--- src/design/teg_pkg.sv ---
// ----------------------------------------------------------------------------
// teg_pkg
// Shared constants, codes and controller/datapath handshake types for the
// trapezoid envelope generator.
// ----------------------------------------------------------------------------
package teg_pkg;

  // default widths
  localparam int TIME_WIDTH_DEF  = 24;
  localparam int LEVEL_WIDTH_DEF = 16;
  localparam int CMD_WIDTH       = 2;
  localparam int DELTA_WIDTH     = 16;
  localparam int PHASE_WIDTH     = 2;
  localparam int CFG_IDX_WIDTH   = 3;
  localparam int CFG_DATA_WIDTH_DEF =
      (LEVEL_WIDTH_DEF > TIME_WIDTH_DEF + 1) ? LEVEL_WIDTH_DEF : TIME_WIDTH_DEF + 1;

  // command codes
  localparam logic [CMD_WIDTH-1:0] CMD_TICK    = 2'd0;
  localparam logic [CMD_WIDTH-1:0] CMD_ATTACK  = 2'd1;
  localparam logic [CMD_WIDTH-1:0] CMD_RELEASE = 2'd2;
  localparam logic [CMD_WIDTH-1:0] CMD_OFF     = 2'd3;

  // phase codes
  localparam logic [PHASE_WIDTH-1:0] PH_OFF     = 2'd0;
  localparam logic [PHASE_WIDTH-1:0] PH_ATTACK  = 2'd1;
  localparam logic [PHASE_WIDTH-1:0] PH_SUSTAIN = 2'd2;
  localparam logic [PHASE_WIDTH-1:0] PH_RELEASE = 2'd3;

  // register indexes
  localparam logic [CFG_IDX_WIDTH-1:0] REG_LEVEL_MIN   = 3'd0;
  localparam logic [CFG_IDX_WIDTH-1:0] REG_LEVEL_MAX   = 3'd1;
  localparam logic [CFG_IDX_WIDTH-1:0] REG_ATTACK_LEN  = 3'd2;
  localparam logic [CFG_IDX_WIDTH-1:0] REG_RELEASE_LEN = 3'd3;
  localparam logic [CFG_IDX_WIDTH-1:0] REG_SUSTAIN_LEN = 3'd4;

  // controller -> datapath commands
  typedef struct packed {
    logic latch;     // capture the incoming word
    logic eval;      // start value evaluation: bypass or load dividend
    logic div_step;  // one restoring division step
    logic div_done;  // fold quotient into the current value
    logic apply;     // apply the latched command to the envelope state
    logic out_load;  // load the result register
  } ctl_t;

  // datapath -> controller status
  typedef struct packed {
    logic need_pre;  // command needs the value of the present state first
    logic bypass;    // current value known without division
  } sts_t;

endpackage

--- src/design/teg_ifs.sv ---
// ----------------------------------------------------------------------------
// teg interfaces
// Valid/ready channels for command words, result words and register writes.
// ----------------------------------------------------------------------------
interface teg_in_if;
  import teg_pkg::*;
  logic                   valid;
  logic                   ready;
  logic [CMD_WIDTH-1:0]   command;
  logic [DELTA_WIDTH-1:0] delta_time;

  modport source (output valid, command, delta_time, input ready);
  modport sink   (input valid, command, delta_time, output ready);
endinterface

interface teg_out_if #(
  parameter int LEVEL_WIDTH = teg_pkg::LEVEL_WIDTH_DEF
);
  import teg_pkg::*;
  logic                          valid;
  logic                          ready;
  logic signed [LEVEL_WIDTH-1:0] level;
  logic [PHASE_WIDTH-1:0]        phase_out;

  modport source (output valid, level, phase_out, input ready);
  modport sink   (input valid, level, phase_out, output ready);
endinterface

interface teg_cfg_if #(
  parameter int DATA_WIDTH = teg_pkg::CFG_DATA_WIDTH_DEF
);
  import teg_pkg::*;
  logic                     valid;
  logic                     ready;
  logic [CFG_IDX_WIDTH-1:0] index;
  logic [DATA_WIDTH-1:0]    data;

  modport source (output valid, index, data, input ready);
  modport sink   (input valid, index, data, output ready);
endinterface

--- src/design/teg_datapath.sv ---
// ----------------------------------------------------------------------------
// teg_datapath
// Envelope state, configuration registers, interpolation multiplier,
// restoring divider and result register.
// ----------------------------------------------------------------------------
module teg_datapath #(
  parameter int TIME_WIDTH  = teg_pkg::TIME_WIDTH_DEF,
  parameter int LEVEL_WIDTH = teg_pkg::LEVEL_WIDTH_DEF,
  parameter int CFG_DW      = teg_pkg::CFG_DATA_WIDTH_DEF
) (
  input  logic                               clk,
  input  logic                               rst,
  input  teg_pkg::ctl_t                      ctl,
  output teg_pkg::sts_t                      sts,
  input  logic [teg_pkg::CMD_WIDTH-1:0]      command,
  input  logic [teg_pkg::DELTA_WIDTH-1:0]    delta_time,
  input  logic                               cfg_we,
  input  logic [teg_pkg::CFG_IDX_WIDTH-1:0]  cfg_index,
  input  logic [CFG_DW-1:0]                  cfg_data,
  output logic signed [LEVEL_WIDTH-1:0]      level,
  output logic [teg_pkg::PHASE_WIDTH-1:0]    phase_out
);
  import teg_pkg::*;

  localparam int EW = TIME_WIDTH + 1;
  localparam int SW = ((EW > DELTA_WIDTH) ? EW : DELTA_WIDTH) + 1;
  localparam int PW = LEVEL_WIDTH + TIME_WIDTH;
  localparam logic [EW-1:0] ELAPSED_ALL = {EW{1'b1}};

  // configuration
  logic signed [LEVEL_WIDTH-1:0] level_min;
  logic signed [LEVEL_WIDTH-1:0] level_max;
  logic [TIME_WIDTH-1:0]         attack_len;
  logic [TIME_WIDTH-1:0]         release_len;
  logic [EW-1:0]                 sustain_len;

  // envelope state
  logic [PHASE_WIDTH-1:0]        phase;
  logic [EW-1:0]                 elapsed;
  logic signed [LEVEL_WIDTH-1:0] seg_start;
  logic signed [LEVEL_WIDTH-1:0] seg_target;

  // latched command word
  logic [CMD_WIDTH-1:0]          cmd_q;
  logic [DELTA_WIDTH-1:0]        delta_q;

  // evaluation
  logic signed [LEVEL_WIDTH-1:0] cur_value;
  logic                          neg;
  logic [PW-1:0]                 div_reg;

  logic [TIME_WIDTH-1:0]         dur;
  logic                          at_target;
  logic signed [LEVEL_WIDTH:0]   diff;
  logic [LEVEL_WIDTH:0]          diff_abs;
  logic [PW-1:0]                 product;
  logic [TIME_WIDTH:0]           trial;
  logic                          trial_ge;
  logic [TIME_WIDTH:0]           trial_rem;
  logic signed [LEVEL_WIDTH:0]   interp;

  // next state from apply
  logic [PHASE_WIDTH-1:0]        phase_next;
  logic [EW-1:0]                 elapsed_next;
  logic signed [LEVEL_WIDTH-1:0] seg_start_next;
  logic signed [LEVEL_WIDTH-1:0] seg_target_next;
  logic [SW-1:0]                 tick_sum;
  logic [EW-1:0]                 tick_elapsed;

  // configuration writes
  always_ff @(posedge clk) begin
    if (rst) begin
      level_min   <= '0;
      level_max   <= {1'b0, {(LEVEL_WIDTH-1){1'b1}}};
      attack_len  <= '0;
      release_len <= '0;
      sustain_len <= ELAPSED_ALL;
    end else if (cfg_we) begin
      case (cfg_index)
        REG_LEVEL_MIN:   level_min   <= cfg_data[LEVEL_WIDTH-1:0];
        REG_LEVEL_MAX:   level_max   <= cfg_data[LEVEL_WIDTH-1:0];
        REG_ATTACK_LEN:  attack_len  <= cfg_data[TIME_WIDTH-1:0];
        REG_RELEASE_LEN: release_len <= cfg_data[TIME_WIDTH-1:0];
        REG_SUSTAIN_LEN: sustain_len <= cfg_data[EW-1:0];
        default: ;
      endcase
    end
  end

  // segment value without division: off, sustain, zero or expired duration
  always_comb begin
    dur       = (phase == PH_ATTACK) ? attack_len : release_len;
    at_target = !(phase == PH_ATTACK || phase == PH_RELEASE) ||
                (dur == '0) || (elapsed >= {1'b0, dur});
    diff      = {seg_target[LEVEL_WIDTH-1], seg_target} -
                {seg_start[LEVEL_WIDTH-1], seg_start};
    diff_abs  = diff[LEVEL_WIDTH] ? (~diff + 1'b1) : diff;
    product   = diff_abs[LEVEL_WIDTH-1:0] * elapsed[TIME_WIDTH-1:0];
  end

  assign sts.bypass   = at_target || (elapsed == '0);
  assign sts.need_pre = (cmd_q == CMD_ATTACK) || (cmd_q == CMD_RELEASE);

  // one restoring step: remainder in the upper bits, quotient shifts in below
  always_comb begin
    trial     = {div_reg[PW-1:LEVEL_WIDTH], div_reg[LEVEL_WIDTH-1]};
    trial_ge  = trial >= {1'b0, dur};
    trial_rem = trial_ge ? (trial - {1'b0, dur}) : trial;
  end

  // start plus or minus the quotient; always lies between start and target
  always_comb begin
    if (neg) begin
      interp = {seg_start[LEVEL_WIDTH-1], seg_start} - {1'b0, div_reg[LEVEL_WIDTH-1:0]};
    end else begin
      interp = {seg_start[LEVEL_WIDTH-1], seg_start} + {1'b0, div_reg[LEVEL_WIDTH-1:0]};
    end
  end

  // evaluation registers
  always_ff @(posedge clk) begin
    if (ctl.eval) begin
      neg     <= diff[LEVEL_WIDTH];
      div_reg <= product;
      if (at_target) begin
        cur_value <= seg_target;
      end else begin
        cur_value <= seg_start;
      end
    end else if (ctl.div_step) begin
      div_reg <= {trial_rem[TIME_WIDTH-1:0], div_reg[LEVEL_WIDTH-2:0], trial_ge};
    end else if (ctl.div_done) begin
      cur_value <= interp[LEVEL_WIDTH-1:0];
    end
  end

  // saturating time advance
  always_comb begin
    tick_sum = SW'(elapsed) + SW'(delta_q);
    if (tick_sum > SW'(ELAPSED_ALL)) begin
      tick_elapsed = ELAPSED_ALL;
    end else begin
      tick_elapsed = tick_sum[EW-1:0];
    end
  end

  // command application
  always_comb begin
    phase_next      = phase;
    elapsed_next    = elapsed;
    seg_start_next  = seg_start;
    seg_target_next = seg_target;
    case (cmd_q)
      CMD_TICK: begin
        if (phase == PH_ATTACK) begin
          if (tick_elapsed >= {1'b0, attack_len}) begin
            phase_next      = PH_SUSTAIN;
            elapsed_next    = '0;
            seg_start_next  = level_max;
            seg_target_next = level_max;
          end else begin
            elapsed_next = tick_elapsed;
          end
        end else if (phase == PH_SUSTAIN && !sustain_len[EW-1]) begin
          if (tick_elapsed >= sustain_len) begin
            elapsed_next = '0;
            if (release_len == '0) begin
              phase_next      = PH_OFF;
              seg_start_next  = level_min;
              seg_target_next = level_min;
            end else begin
              phase_next      = PH_RELEASE;
              seg_start_next  = seg_target;
              seg_target_next = level_min;
            end
          end else begin
            elapsed_next = tick_elapsed;
          end
        end else if (phase == PH_RELEASE) begin
          if (tick_elapsed >= {1'b0, release_len}) begin
            phase_next      = PH_OFF;
            elapsed_next    = '0;
            seg_start_next  = level_min;
            seg_target_next = level_min;
          end else begin
            elapsed_next = tick_elapsed;
          end
        end
      end
      CMD_ATTACK: begin
        elapsed_next = '0;
        if (attack_len == '0) begin
          phase_next      = PH_SUSTAIN;
          seg_start_next  = level_max;
          seg_target_next = level_max;
        end else begin
          phase_next      = PH_ATTACK;
          seg_start_next  = cur_value;
          seg_target_next = level_max;
        end
      end
      CMD_RELEASE: begin
        elapsed_next = '0;
        if (release_len == '0) begin
          phase_next      = PH_OFF;
          seg_start_next  = level_min;
          seg_target_next = level_min;
        end else begin
          phase_next      = PH_RELEASE;
          seg_start_next  = cur_value;
          seg_target_next = level_min;
        end
      end
      default: begin
        phase_next      = PH_OFF;
        elapsed_next    = '0;
        seg_start_next  = level_min;
        seg_target_next = level_min;
      end
    endcase
  end

  // envelope state
  always_ff @(posedge clk) begin
    if (rst) begin
      phase      <= PH_OFF;
      elapsed    <= '0;
      seg_start  <= '0;
      seg_target <= '0;
    end else if (ctl.apply) begin
      phase      <= phase_next;
      elapsed    <= elapsed_next;
      seg_start  <= seg_start_next;
      seg_target <= seg_target_next;
    end
  end

  // command word capture and result register
  always_ff @(posedge clk) begin
    if (ctl.latch) begin
      cmd_q   <= command;
      delta_q <= delta_time;
    end
    if (ctl.out_load) begin
      level     <= cur_value;
      phase_out <= phase;
    end
  end

endmodule

--- src/design/teg_ctrl.sv ---
// ----------------------------------------------------------------------------
// teg_ctrl
// Sequencer: takes a command word, runs the optional pre-evaluation, applies
// the command, evaluates the new value and hands the result word out.
// ----------------------------------------------------------------------------
module teg_ctrl #(
  parameter int LEVEL_WIDTH = teg_pkg::LEVEL_WIDTH_DEF
) (
  input  logic          clk,
  input  logic          rst,
  input  logic          item_valid,
  output logic          item_ready,
  output logic          result_valid,
  input  logic          result_ready,
  output teg_pkg::ctl_t ctl,
  input  teg_pkg::sts_t sts
);
  import teg_pkg::*;

  localparam int CNT_W = $clog2(LEVEL_WIDTH);
  localparam logic [CNT_W-1:0] LAST_STEP = CNT_W'(LEVEL_WIDTH - 1);

  typedef enum logic [2:0] {
    S_IDLE,
    S_CHOOSE,
    S_EVAL,
    S_DIV,
    S_FIN,
    S_APPLY,
    S_PUT
  } state_t;

  state_t           state;
  logic             post;  // evaluation after apply feeds the result
  logic [CNT_W-1:0] step;
  logic             out_free;

  assign out_free   = !result_valid || result_ready;
  assign item_ready = (state == S_IDLE);

  // datapath commands
  always_comb begin
    ctl          = '0;
    ctl.latch    = (state == S_IDLE) && item_valid;
    ctl.eval     = (state == S_EVAL);
    ctl.div_step = (state == S_DIV);
    ctl.div_done = (state == S_FIN);
    ctl.apply    = (state == S_APPLY);
    ctl.out_load = (state == S_PUT) && out_free;
  end

  // state, step count and result valid
  always_ff @(posedge clk) begin
    if (rst) begin
      state        <= S_IDLE;
      post         <= 1'b0;
      step         <= '0;
      result_valid <= 1'b0;
    end else begin
      // a new word replaces the one taken in the same cycle
      if (state == S_PUT && out_free) begin
        result_valid <= 1'b1;
      end else if (result_valid && result_ready) begin
        result_valid <= 1'b0;
      end
      case (state)
        S_IDLE: begin
          if (item_valid) begin
            state <= S_CHOOSE;
          end
        end
        S_CHOOSE: begin
          post <= !sts.need_pre;
          if (sts.need_pre) begin
            state <= S_EVAL;
          end else begin
            state <= S_APPLY;
          end
        end
        S_EVAL: begin
          step <= '0;
          if (!sts.bypass) begin
            state <= S_DIV;
          end else if (post) begin
            state <= S_PUT;
          end else begin
            state <= S_APPLY;
          end
        end
        S_DIV: begin
          step <= step + 1'b1;
          if (step == LAST_STEP) begin
            state <= S_FIN;
          end
        end
        S_FIN: begin
          if (post) begin
            state <= S_PUT;
          end else begin
            state <= S_APPLY;
          end
        end
        S_APPLY: begin
          post  <= 1'b1;
          state <= S_EVAL;
        end
        S_PUT: begin
          if (out_free) begin
            state <= S_IDLE;
          end
        end
        default: state <= S_IDLE;
      endcase
    end
  end

endmodule

--- src/design/trapezoid_envelope_generator.sv ---
// ----------------------------------------------------------------------------
// trapezoid_envelope_generator
// Linear attack-sustain-release envelope driven by command words.
// ----------------------------------------------------------------------------
// Each command word (tick, start attack, start release, reset to off) yields
// one result word with the envelope level and phase after the command. Words
// are handled one at a time. A word whose value lies inside an attack or
// release ramp is worked out by the restoring divider, which yields one
// quotient bit per cycle for the interpolation |target - start| * elapsed /
// duration; when the value sits at a segment end, at its start or in
// off/sustain, the division is skipped. A start command also evaluates the
// present value before it is applied; a tick or reset does not. A finished
// result waits in an output register, so a new command word is taken while
// it is still pending. Register writes are taken every cycle and must only
// occur while no command word is in flight.
// ----------------------------------------------------------------------------
module trapezoid_envelope_generator #(
  parameter int TIME_WIDTH  = teg_pkg::TIME_WIDTH_DEF,
  parameter int LEVEL_WIDTH = teg_pkg::LEVEL_WIDTH_DEF
) (
  input  logic      clk,
  input  logic      rst,
  teg_in_if.sink    item,
  teg_out_if.source result,
  teg_cfg_if.sink   cfg
);
  import teg_pkg::*;

  localparam int CFG_DW = (LEVEL_WIDTH > TIME_WIDTH + 1) ? LEVEL_WIDTH : TIME_WIDTH + 1;

  ctl_t ctl;
  sts_t sts;

  // registers are always writable
  assign cfg.ready = 1'b1;

  teg_ctrl #(
    .LEVEL_WIDTH (LEVEL_WIDTH)
  ) u_ctrl (
    .clk          (clk),
    .rst          (rst),
    .item_valid   (item.valid),
    .item_ready   (item.ready),
    .result_valid (result.valid),
    .result_ready (result.ready),
    .ctl          (ctl),
    .sts          (sts)
  );

  teg_datapath #(
    .TIME_WIDTH  (TIME_WIDTH),
    .LEVEL_WIDTH (LEVEL_WIDTH),
    .CFG_DW      (CFG_DW)
  ) u_datapath (
    .clk        (clk),
    .rst        (rst),
    .ctl        (ctl),
    .sts        (sts),
    .command    (item.command),
    .delta_time (item.delta_time),
    .cfg_we     (cfg.valid),
    .cfg_index  (cfg.index),
    .cfg_data   (cfg.data[CFG_DW-1:0]),
    .level      (result.level),
    .phase_out  (result.phase_out)
  );

endmodule

--- src/flat_wrapper.sv ---
// flat-port wrapper written by rule: the top's interface ports become plain ports
module trapezoid_envelope_generator_flat import teg_pkg::*;
#(
  parameter int TIME_WIDTH  = teg_pkg::TIME_WIDTH_DEF,
  parameter int LEVEL_WIDTH = teg_pkg::LEVEL_WIDTH_DEF
)
  (clk, rst, item_valid, item_command, item_delta_time, item_ready, result_valid, result_level, result_phase_out, result_ready, cfg_valid, cfg_index, cfg_data, cfg_ready);
  teg_in_if item_i ();
  teg_out_if #(.LEVEL_WIDTH(LEVEL_WIDTH)) result_i ();
  teg_cfg_if cfg_i ();
  input  logic clk;
  input  logic rst;
  input wire logic [$bits(item_i.valid)-1:0] item_valid;
  input wire logic [$bits(item_i.command)-1:0] item_command;
  input wire logic [$bits(item_i.delta_time)-1:0] item_delta_time;
  output wire logic [$bits(item_i.ready)-1:0] item_ready;
  output wire logic [$bits(result_i.valid)-1:0] result_valid;
  output wire logic [$bits(result_i.level)-1:0] result_level;
  output wire logic [$bits(result_i.phase_out)-1:0] result_phase_out;
  input wire logic [$bits(result_i.ready)-1:0] result_ready;
  input wire logic [$bits(cfg_i.valid)-1:0] cfg_valid;
  input wire logic [$bits(cfg_i.index)-1:0] cfg_index;
  input wire logic [$bits(cfg_i.data)-1:0] cfg_data;
  output wire logic [$bits(cfg_i.ready)-1:0] cfg_ready;
  assign item_i.valid = item_valid;
  assign item_i.command = item_command;
  assign item_i.delta_time = item_delta_time;
  assign item_ready = item_i.ready;
  assign result_valid = result_i.valid;
  assign result_level = result_i.level;
  assign result_phase_out = result_i.phase_out;
  assign result_i.ready = result_ready;
  assign cfg_i.valid = cfg_valid;
  assign cfg_i.index = cfg_index;
  assign cfg_i.data = cfg_data;
  assign cfg_ready = cfg_i.ready;
  trapezoid_envelope_generator #(.TIME_WIDTH(TIME_WIDTH), .LEVEL_WIDTH(LEVEL_WIDTH)) u_core (.clk(clk), .rst(rst), .item(item_i), .result(result_i), .cfg(cfg_i));
endmodule
--- config.mk ---
export PLATFORM = sky130hd
export DESIGN_NAME = trapezoid_envelope_generator_flat
export DESIGN_NICKNAME = d
export VERILOG_FILES = /design/src/design/teg_pkg.sv /design/src/design/teg_ifs.sv /design/src/design/teg_datapath.sv /design/src/design/teg_ctrl.sv /design/src/design/trapezoid_envelope_generator.sv /design/src/flat_wrapper.sv
export SDC_FILE = /design/constraint.sdc
export NUM_CORES = 2
export LEC_CHECK = 0
export BUFFER_PORTS_ARGS = -buffer_cell sky130_fd_sc_hd__buf_4
export CAP_MARGIN = 30
export CORE_UTILIZATION = 35
export CTS_BUF_LIST = sky130_fd_sc_hd__clkbuf_16
export DETAILED_ROUTE_END_ITERATION = 16
export GPL_ROUTABILITY_DRIVEN = 1
export GPL_TIMING_DRIVEN = 0
export PLACE_DENSITY = 0.53
export SYNTH_ARGS = -nofsm -noshare
export SYNTH_HDL_FRONTEND = slang
export SYNTH_SLANG_ARGS = --single-unit
--- constraint.sdc ---
create_clock -name clk -period 14.7 [get_ports clk]
set_input_delay 2.205 -clock clk [delete_from_list [all_inputs] [get_ports clk]]
set_output_delay 2.205 -clock clk [all_outputs]
set_load 0.03 [all_outputs]
# ---- Word-level counts from Yosys, hierarchy flattened
# Index checks and enable logic that the tools add are counted.
# Widths: inputs -> output; s select.
dict set report op_classes {
  addsub 7
  mul 1
  div_mod_pow 0
  n_lt_le_gt_ge 6
  n_eq_ne 24
  n_shift 0
  muxes 52
  bitwise_logic 1
  reduce_logical 34
}
# op n
set op_table {}
lappend op_table {{$mux 16} 18}
lappend op_table {{$mux 25} 8}
lappend op_table {{$ge 25x24->1} 4}
lappend op_table {{$mux 40} 2}
lappend op_table {{$logic_not 24->1} 3}
lappend op_table {{$mux 24} 2}
lappend op_table {{$pmux 16 s3} 1}
lappend op_table {{$mul 16x24->40} 1}
lappend op_table {{$pmux 16 s2} 1}
lappend op_table {{$add 25x16->26} 1}
lappend op_table {{$gt 26x25->1 const B} 1}
lappend op_table {{$ge 25x25->1} 1}
lappend op_table {{$logic_not 25->1} 1}
lappend op_table {{$sub 24x24->24} 1}
lappend op_table {{$pmux 3 s7} 1}
lappend op_table {{$mux 2} 9}
lappend op_table {{$sub 16x16->17} 1}
lappend op_table {{$add 16x1->16 const B} 1}
lappend op_table {{$add 16x16->16} 1}
lappend op_table {{$not 16->16} 1}
lappend op_table {{$sub 16x16->16} 1}
lappend op_table {{$mux 3} 5}
lappend op_table {{$reduce_and 2->1} 7}
lappend op_table {{$eq 3x2->1 const B} 4}
lappend op_table {{22 further kinds} 49}
dict set report word_totals {
  reg_bits 266
  latch_bits 0
  mem_bits_rw 0
  romBits 0
  output_inout_bits 21
  mem_count 0
}

# ---- Logic depth before layout (Yosys ltp)
dict set report depth {
  depth_word 9
  mapped_depth 36
  ltp_nobuf 34
}

# ---- Hierarchy
# Synthesis repeated with hierarchy kept, for this count alone.
dict set report hier_totals {
  cells_unflattened 3651
  hier_area_um2 30648.1
}
# module instances cells_per_inst area_each_um2 seq_area_each_um2
set modules_own_cells {}
lappend modules_own_cells {teg_datapath 1 3582 30082.6 6075.8}
lappend modules_own_cells {teg_ctrl 1 67 554.3 180.2}
lappend modules_own_cells {trapezoid_envelope_generator 1 2 11.3 0.0}

# ---- Least setup slack after synthesis
# OpenSTA, ideal clock, no wires.
dict set report synth_timing {
  path_kind {reg-to-reg}
  start {register u_core.u_datapath.seg_target[0]}
  end {register u_core.u_datapath.div_reg[38] (data pin)}
  setup_ns 0.273
  t_arrival_ns 8.521
  required_time_ns 14.427
  slack_ns 5.905
  path_stages_with_launch 35
  path_cell_list {dfxtp_1 inv_1 ha_1 fa_1 nand2b_1 a21o_1 a21oi_1 a21o_1 o211ai_1 a31oi_2 inv_2 o31a_1 xor2_1 clkbuf_1 nand2_1 fa_1 inv_1 fa_1 fa_1 fa_1 fa_1 inv_1 fa_1 inv_1 ha_1 clkbuf_1 a2111o_1 a31o_2 nand2_1 o211a_1 a22oi_1 a221o_1 a41oi_1 mux2i_1 a31oi_1}
}
dict set report synth_between {
  elab_cells_between_ends 6
  classes_between {add/sub (2); mul (1); mux (2); bitwise (1)}
}
# element line
set synth_rtl {}
lappend synth_rtl {{from (decl)} teg_datapath.sv:41} ;# logic signed [LEVEL_WIDTH-1:0] seg_target;
lappend synth_rtl {{from (signal assigned)} teg_datapath.sv:234} ;# seg_target <= seg_target_next;
lappend synth_rtl {{$sub 16x16->17} teg_datapath.sv:95} ;# diff = {seg_target[LEVEL_WIDTH-1], seg_target} -
lappend synth_rtl {{via u_core.u_datapath.diff[16]} teg_datapath.sv:54} ;# logic signed [LEVEL_WIDTH:0] diff;
lappend synth_rtl {{$mux 16} teg_datapath.sv:97} ;# diff_abs = diff[LEVEL_WIDTH] ? (~diff + 1'b1) : diff;
lappend synth_rtl {{$mul 16x24->40} teg_datapath.sv:98} ;# product = diff_abs[LEVEL_WIDTH-1:0] * elapsed[TIME_WIDTH-1:0];
lappend synth_rtl {{$mux 40} teg_datapath.sv:122} ;# if (ctl.eval) begin
lappend synth_rtl {{to (signal assigned)} teg_datapath.sv:124} ;# div_reg <= product;
lappend synth_rtl {{to (signal assigned)} teg_datapath.sv:131} ;# div_reg <= {trial_rem[TIME_WIDTH-1:0], div_reg[LEVEL_WIDTH-2:0], trial_ge};
lappend synth_rtl {{to (decl)} teg_datapath.sv:50} ;# logic [PW-1:0] div_reg;
# The timed path passes the listed nets, and every way through them passes these cells.
# A chain may end at the register's enable or synchronous reset.

# ---- Worst setup path after layout
dict set report layout_timing {
  start {register u_core.u_datapath.seg_target[0]}
  end {register u_core.u_datapath.div_reg[37] (data pin)}
}
# The elaborated chain is that of the path after synthesis.

==> run metrics <==
Syn. warnings 0; Routed WL per cell between 20 and 25 µm; Startpoint Class flop; largest net degree at the start of global routing 41; worst skew pair latency approximately 0.62 ns; antenna violations before repair 1; Setup Viol. Count Final 0; Hold Path Class reg -> reg; run status finished clean; I/O pin count 72; Yosys top cell area share between 20% and 30%; DRC errors left 0; Hold Path Stages 2; crit path kind reg -> reg; CTS tree done; Peak VDD IR 0.0002165 V; # diodes 0; Max-Cap Viols 0; GRT overflow 0; FF+latch count, synth 266; commonest non-fill, non-tap cell in the layout nand2_1; Yosys cell types 85; drt first pass iters 5; Post-synth EDFFs slightly above 90; number of global-route vias before repair around 26000; Crit Path Max Fanout 10; initial drt markers 1895; Max Root-Sink Buffers 3; Inserted Clock Buffers 31; Initial Util a little over a third; fin util 39.16%; worst relative slew slack around 27%; via/cell ratio roughly 5.3; Main synth FF type dfxtp_1; Worst EP arrival approximately 11 ns; min cycle time layout roughly 11 ns; register area share after synthesis between 20% and 30%; hold-fix buffers at CTS 0; most frequent cells in the layout 550 x nand2_1, 518 x inv_1, 310 x fa_1; setup TNS 0 ns; area post-placement 33110 µm²; most area-consuming cells after synthesis fa_1 20%, ha_1 12%, dfxtp_1 11%; Post-synth ARST share 0%; clock sinks about 270; Most Frequent Cell on Critical Path fa_1; drt total wl 105000 µm; power per cell area between 150 and 200 nW/µm²; Final ANT Viol Nets 0; Mapped Avg Cell Area ~8.4 µm²; critical path's largest stage delay about 0.65 ns; Yosys top cell by area fa_1; nets approximately 4400; layout cells sized above 1 5.659%; Total GRT Usage about a quarter; Critical Path Slowest Stage Cell clkbuf_1; Post-Syn Area just over 30000 µm²; max reg flops 40; row count 108; full die area between 80000 and 90000 µm²; fin area 34140 µm²; crit end category flop; RSZ-0062 raised after global routing false; Max H-tree Level 1; Slew Limit Fails 0; die outline width 299.4 µm; CP Data Required Time approximately 15 ns; fmax around 93 MHz; gpl congestion just over 0.9; Port Buffers about 70; Post-Syn Nets between 4000 and 5000; DP HPWL between 80000 and 90000 µm; Root Driver clkbuf_16; Die Ht roughly 300 µm; Syn Inst Count roughly 3700; CTS clk-pin slew, worst paths roughly 0.070 ns; core area slightly below 90000 µm²; Leakage approximately 16 nW; area delta synth->final 10.29%; period utilization about three quarters; DR vias 26200; Post-CTS Setup Bufs 0; count of final hold-check violations 0; worst hold slack roughly 0.47 ns; first-pass GRT wire length about 160000 µm; CTS-repair resized insts 0; Setup Skew between 0.03 and 0.04 ns; Worst-Margin Slew ~1.1 ns; R2R depth 33
## layout make-up
cell class	instances	area [µm²]
Buffer	189	750.7
Clock buffer	32	800.8
Clock inverter	25	224.0
Fill cell	9062	53020
Inverter	513	1926
Multi-Input combinational cell	2708	22030
Sequential cell	266	6256
Tap cell	1155	1445
Timing Repair Buffer	84	701.9
## stage by stage
step | power [mW] | cells | worst slack (ns)
2_1_floorplan | 2.811 | 3676 | 5.905
3_3_place_gp | 4.228 | 4900 | 2.676
3_5_place_dp | 4.333 | 4915 | 4.008
4_1_cts | 5.147 | 4972 | 3.958
5_1_grt | 5.412 | 4972 | 3.448
6_report | 5.154 | 4972 | 3.923
## cell usage after synthesis (all sizes together) (28+ instances only)
library cell	number
inv	511
edfxtp	93
o21a	33
nor4	30
nand4	30
nand3	68
a221oi	36
mux2	37
nor2b	58
xor2	37
nand2	550
a21o	57
xnor2	74
a211oi	28
fa	310
o21ai	129
nand2b	47
and2	121
dfxtp	173
nand3b	28
mux2i	52
a21oi	260
nor3	64
clkbuf	162
and3	32
ha	287
nor2	134
## worst max-delay path, delay by kind of cell (launching register included)
kind	cells	cell delay [ns]
DFF	1	0.35
xor gates and xnor gates	2	0.72
muxes	1	0.14
AOI/OAI and AO/OA	10	2.82
and+or+nand+nor	4	1.02
adders and majority gates	9	4.14
buffers and inverters	7	1.29
## worst paths after layout
check                                                               startpoint                                              to  slack (ns)
worst min-delay path            u_core.u_datapath.sustain_len[15]$_SDFFE_PP1P_  u_core.u_datapath.sustain_len[15]$_SDFFE_PP1P_        0.47
worst min register to register  u_core.u_datapath.sustain_len[15]$_SDFFE_PP1P_  u_core.u_datapath.sustain_len[15]$_SDFFE_PP1P_        0.47
worst max-delay path              u_core.u_datapath.seg_target[0]$_SDFFE_PP0P_         u_core.u_datapath.div_reg[37]$_DFFE_PP_        3.92
worst max register to register    u_core.u_datapath.seg_target[0]$_SDFFE_PP0P_         u_core.u_datapath.div_reg[37]$_DFFE_PP_        3.92
## where the power goes
part	switching (mW)	leakage (nW)	internal (mW)
Combinational	2.44	12.7	0.888
Clock	0.341	0.541	0.462
Sequential	0.104	2.26	0.924
Total	2.88	15.5	2.27
## cell families (layout without fill, tap and decap cells)
group                      after synthesis  after routing  share of synthesized area (%)
adders and majority gates              598            598                          31.69
DFF                                    266            266                          20.21
buffers and inverters                  702            843                          8.647
muxes                                   89             89                          3.028
AOI/OAI and AO/OA                      712            712                          14.91
other                                    1              1                        0.01212
xor gates and xnor gates               111            111                          3.141
and+or+nand+nor                       1197           1197                          18.37
## per-layer routing
layer / up-vias / GRT usage [%] / wire, µm
met5: - / 0 / 0
met4: 0 / 7.872 / 4026
met3: 167 / 2.312 / 4887
met2: 672 / 38.96 / 49020
met1: 12830 / 32.13 / 47090
li1: 12530 / - / -
Note: power is estimated with default switching activity, not from simulation.
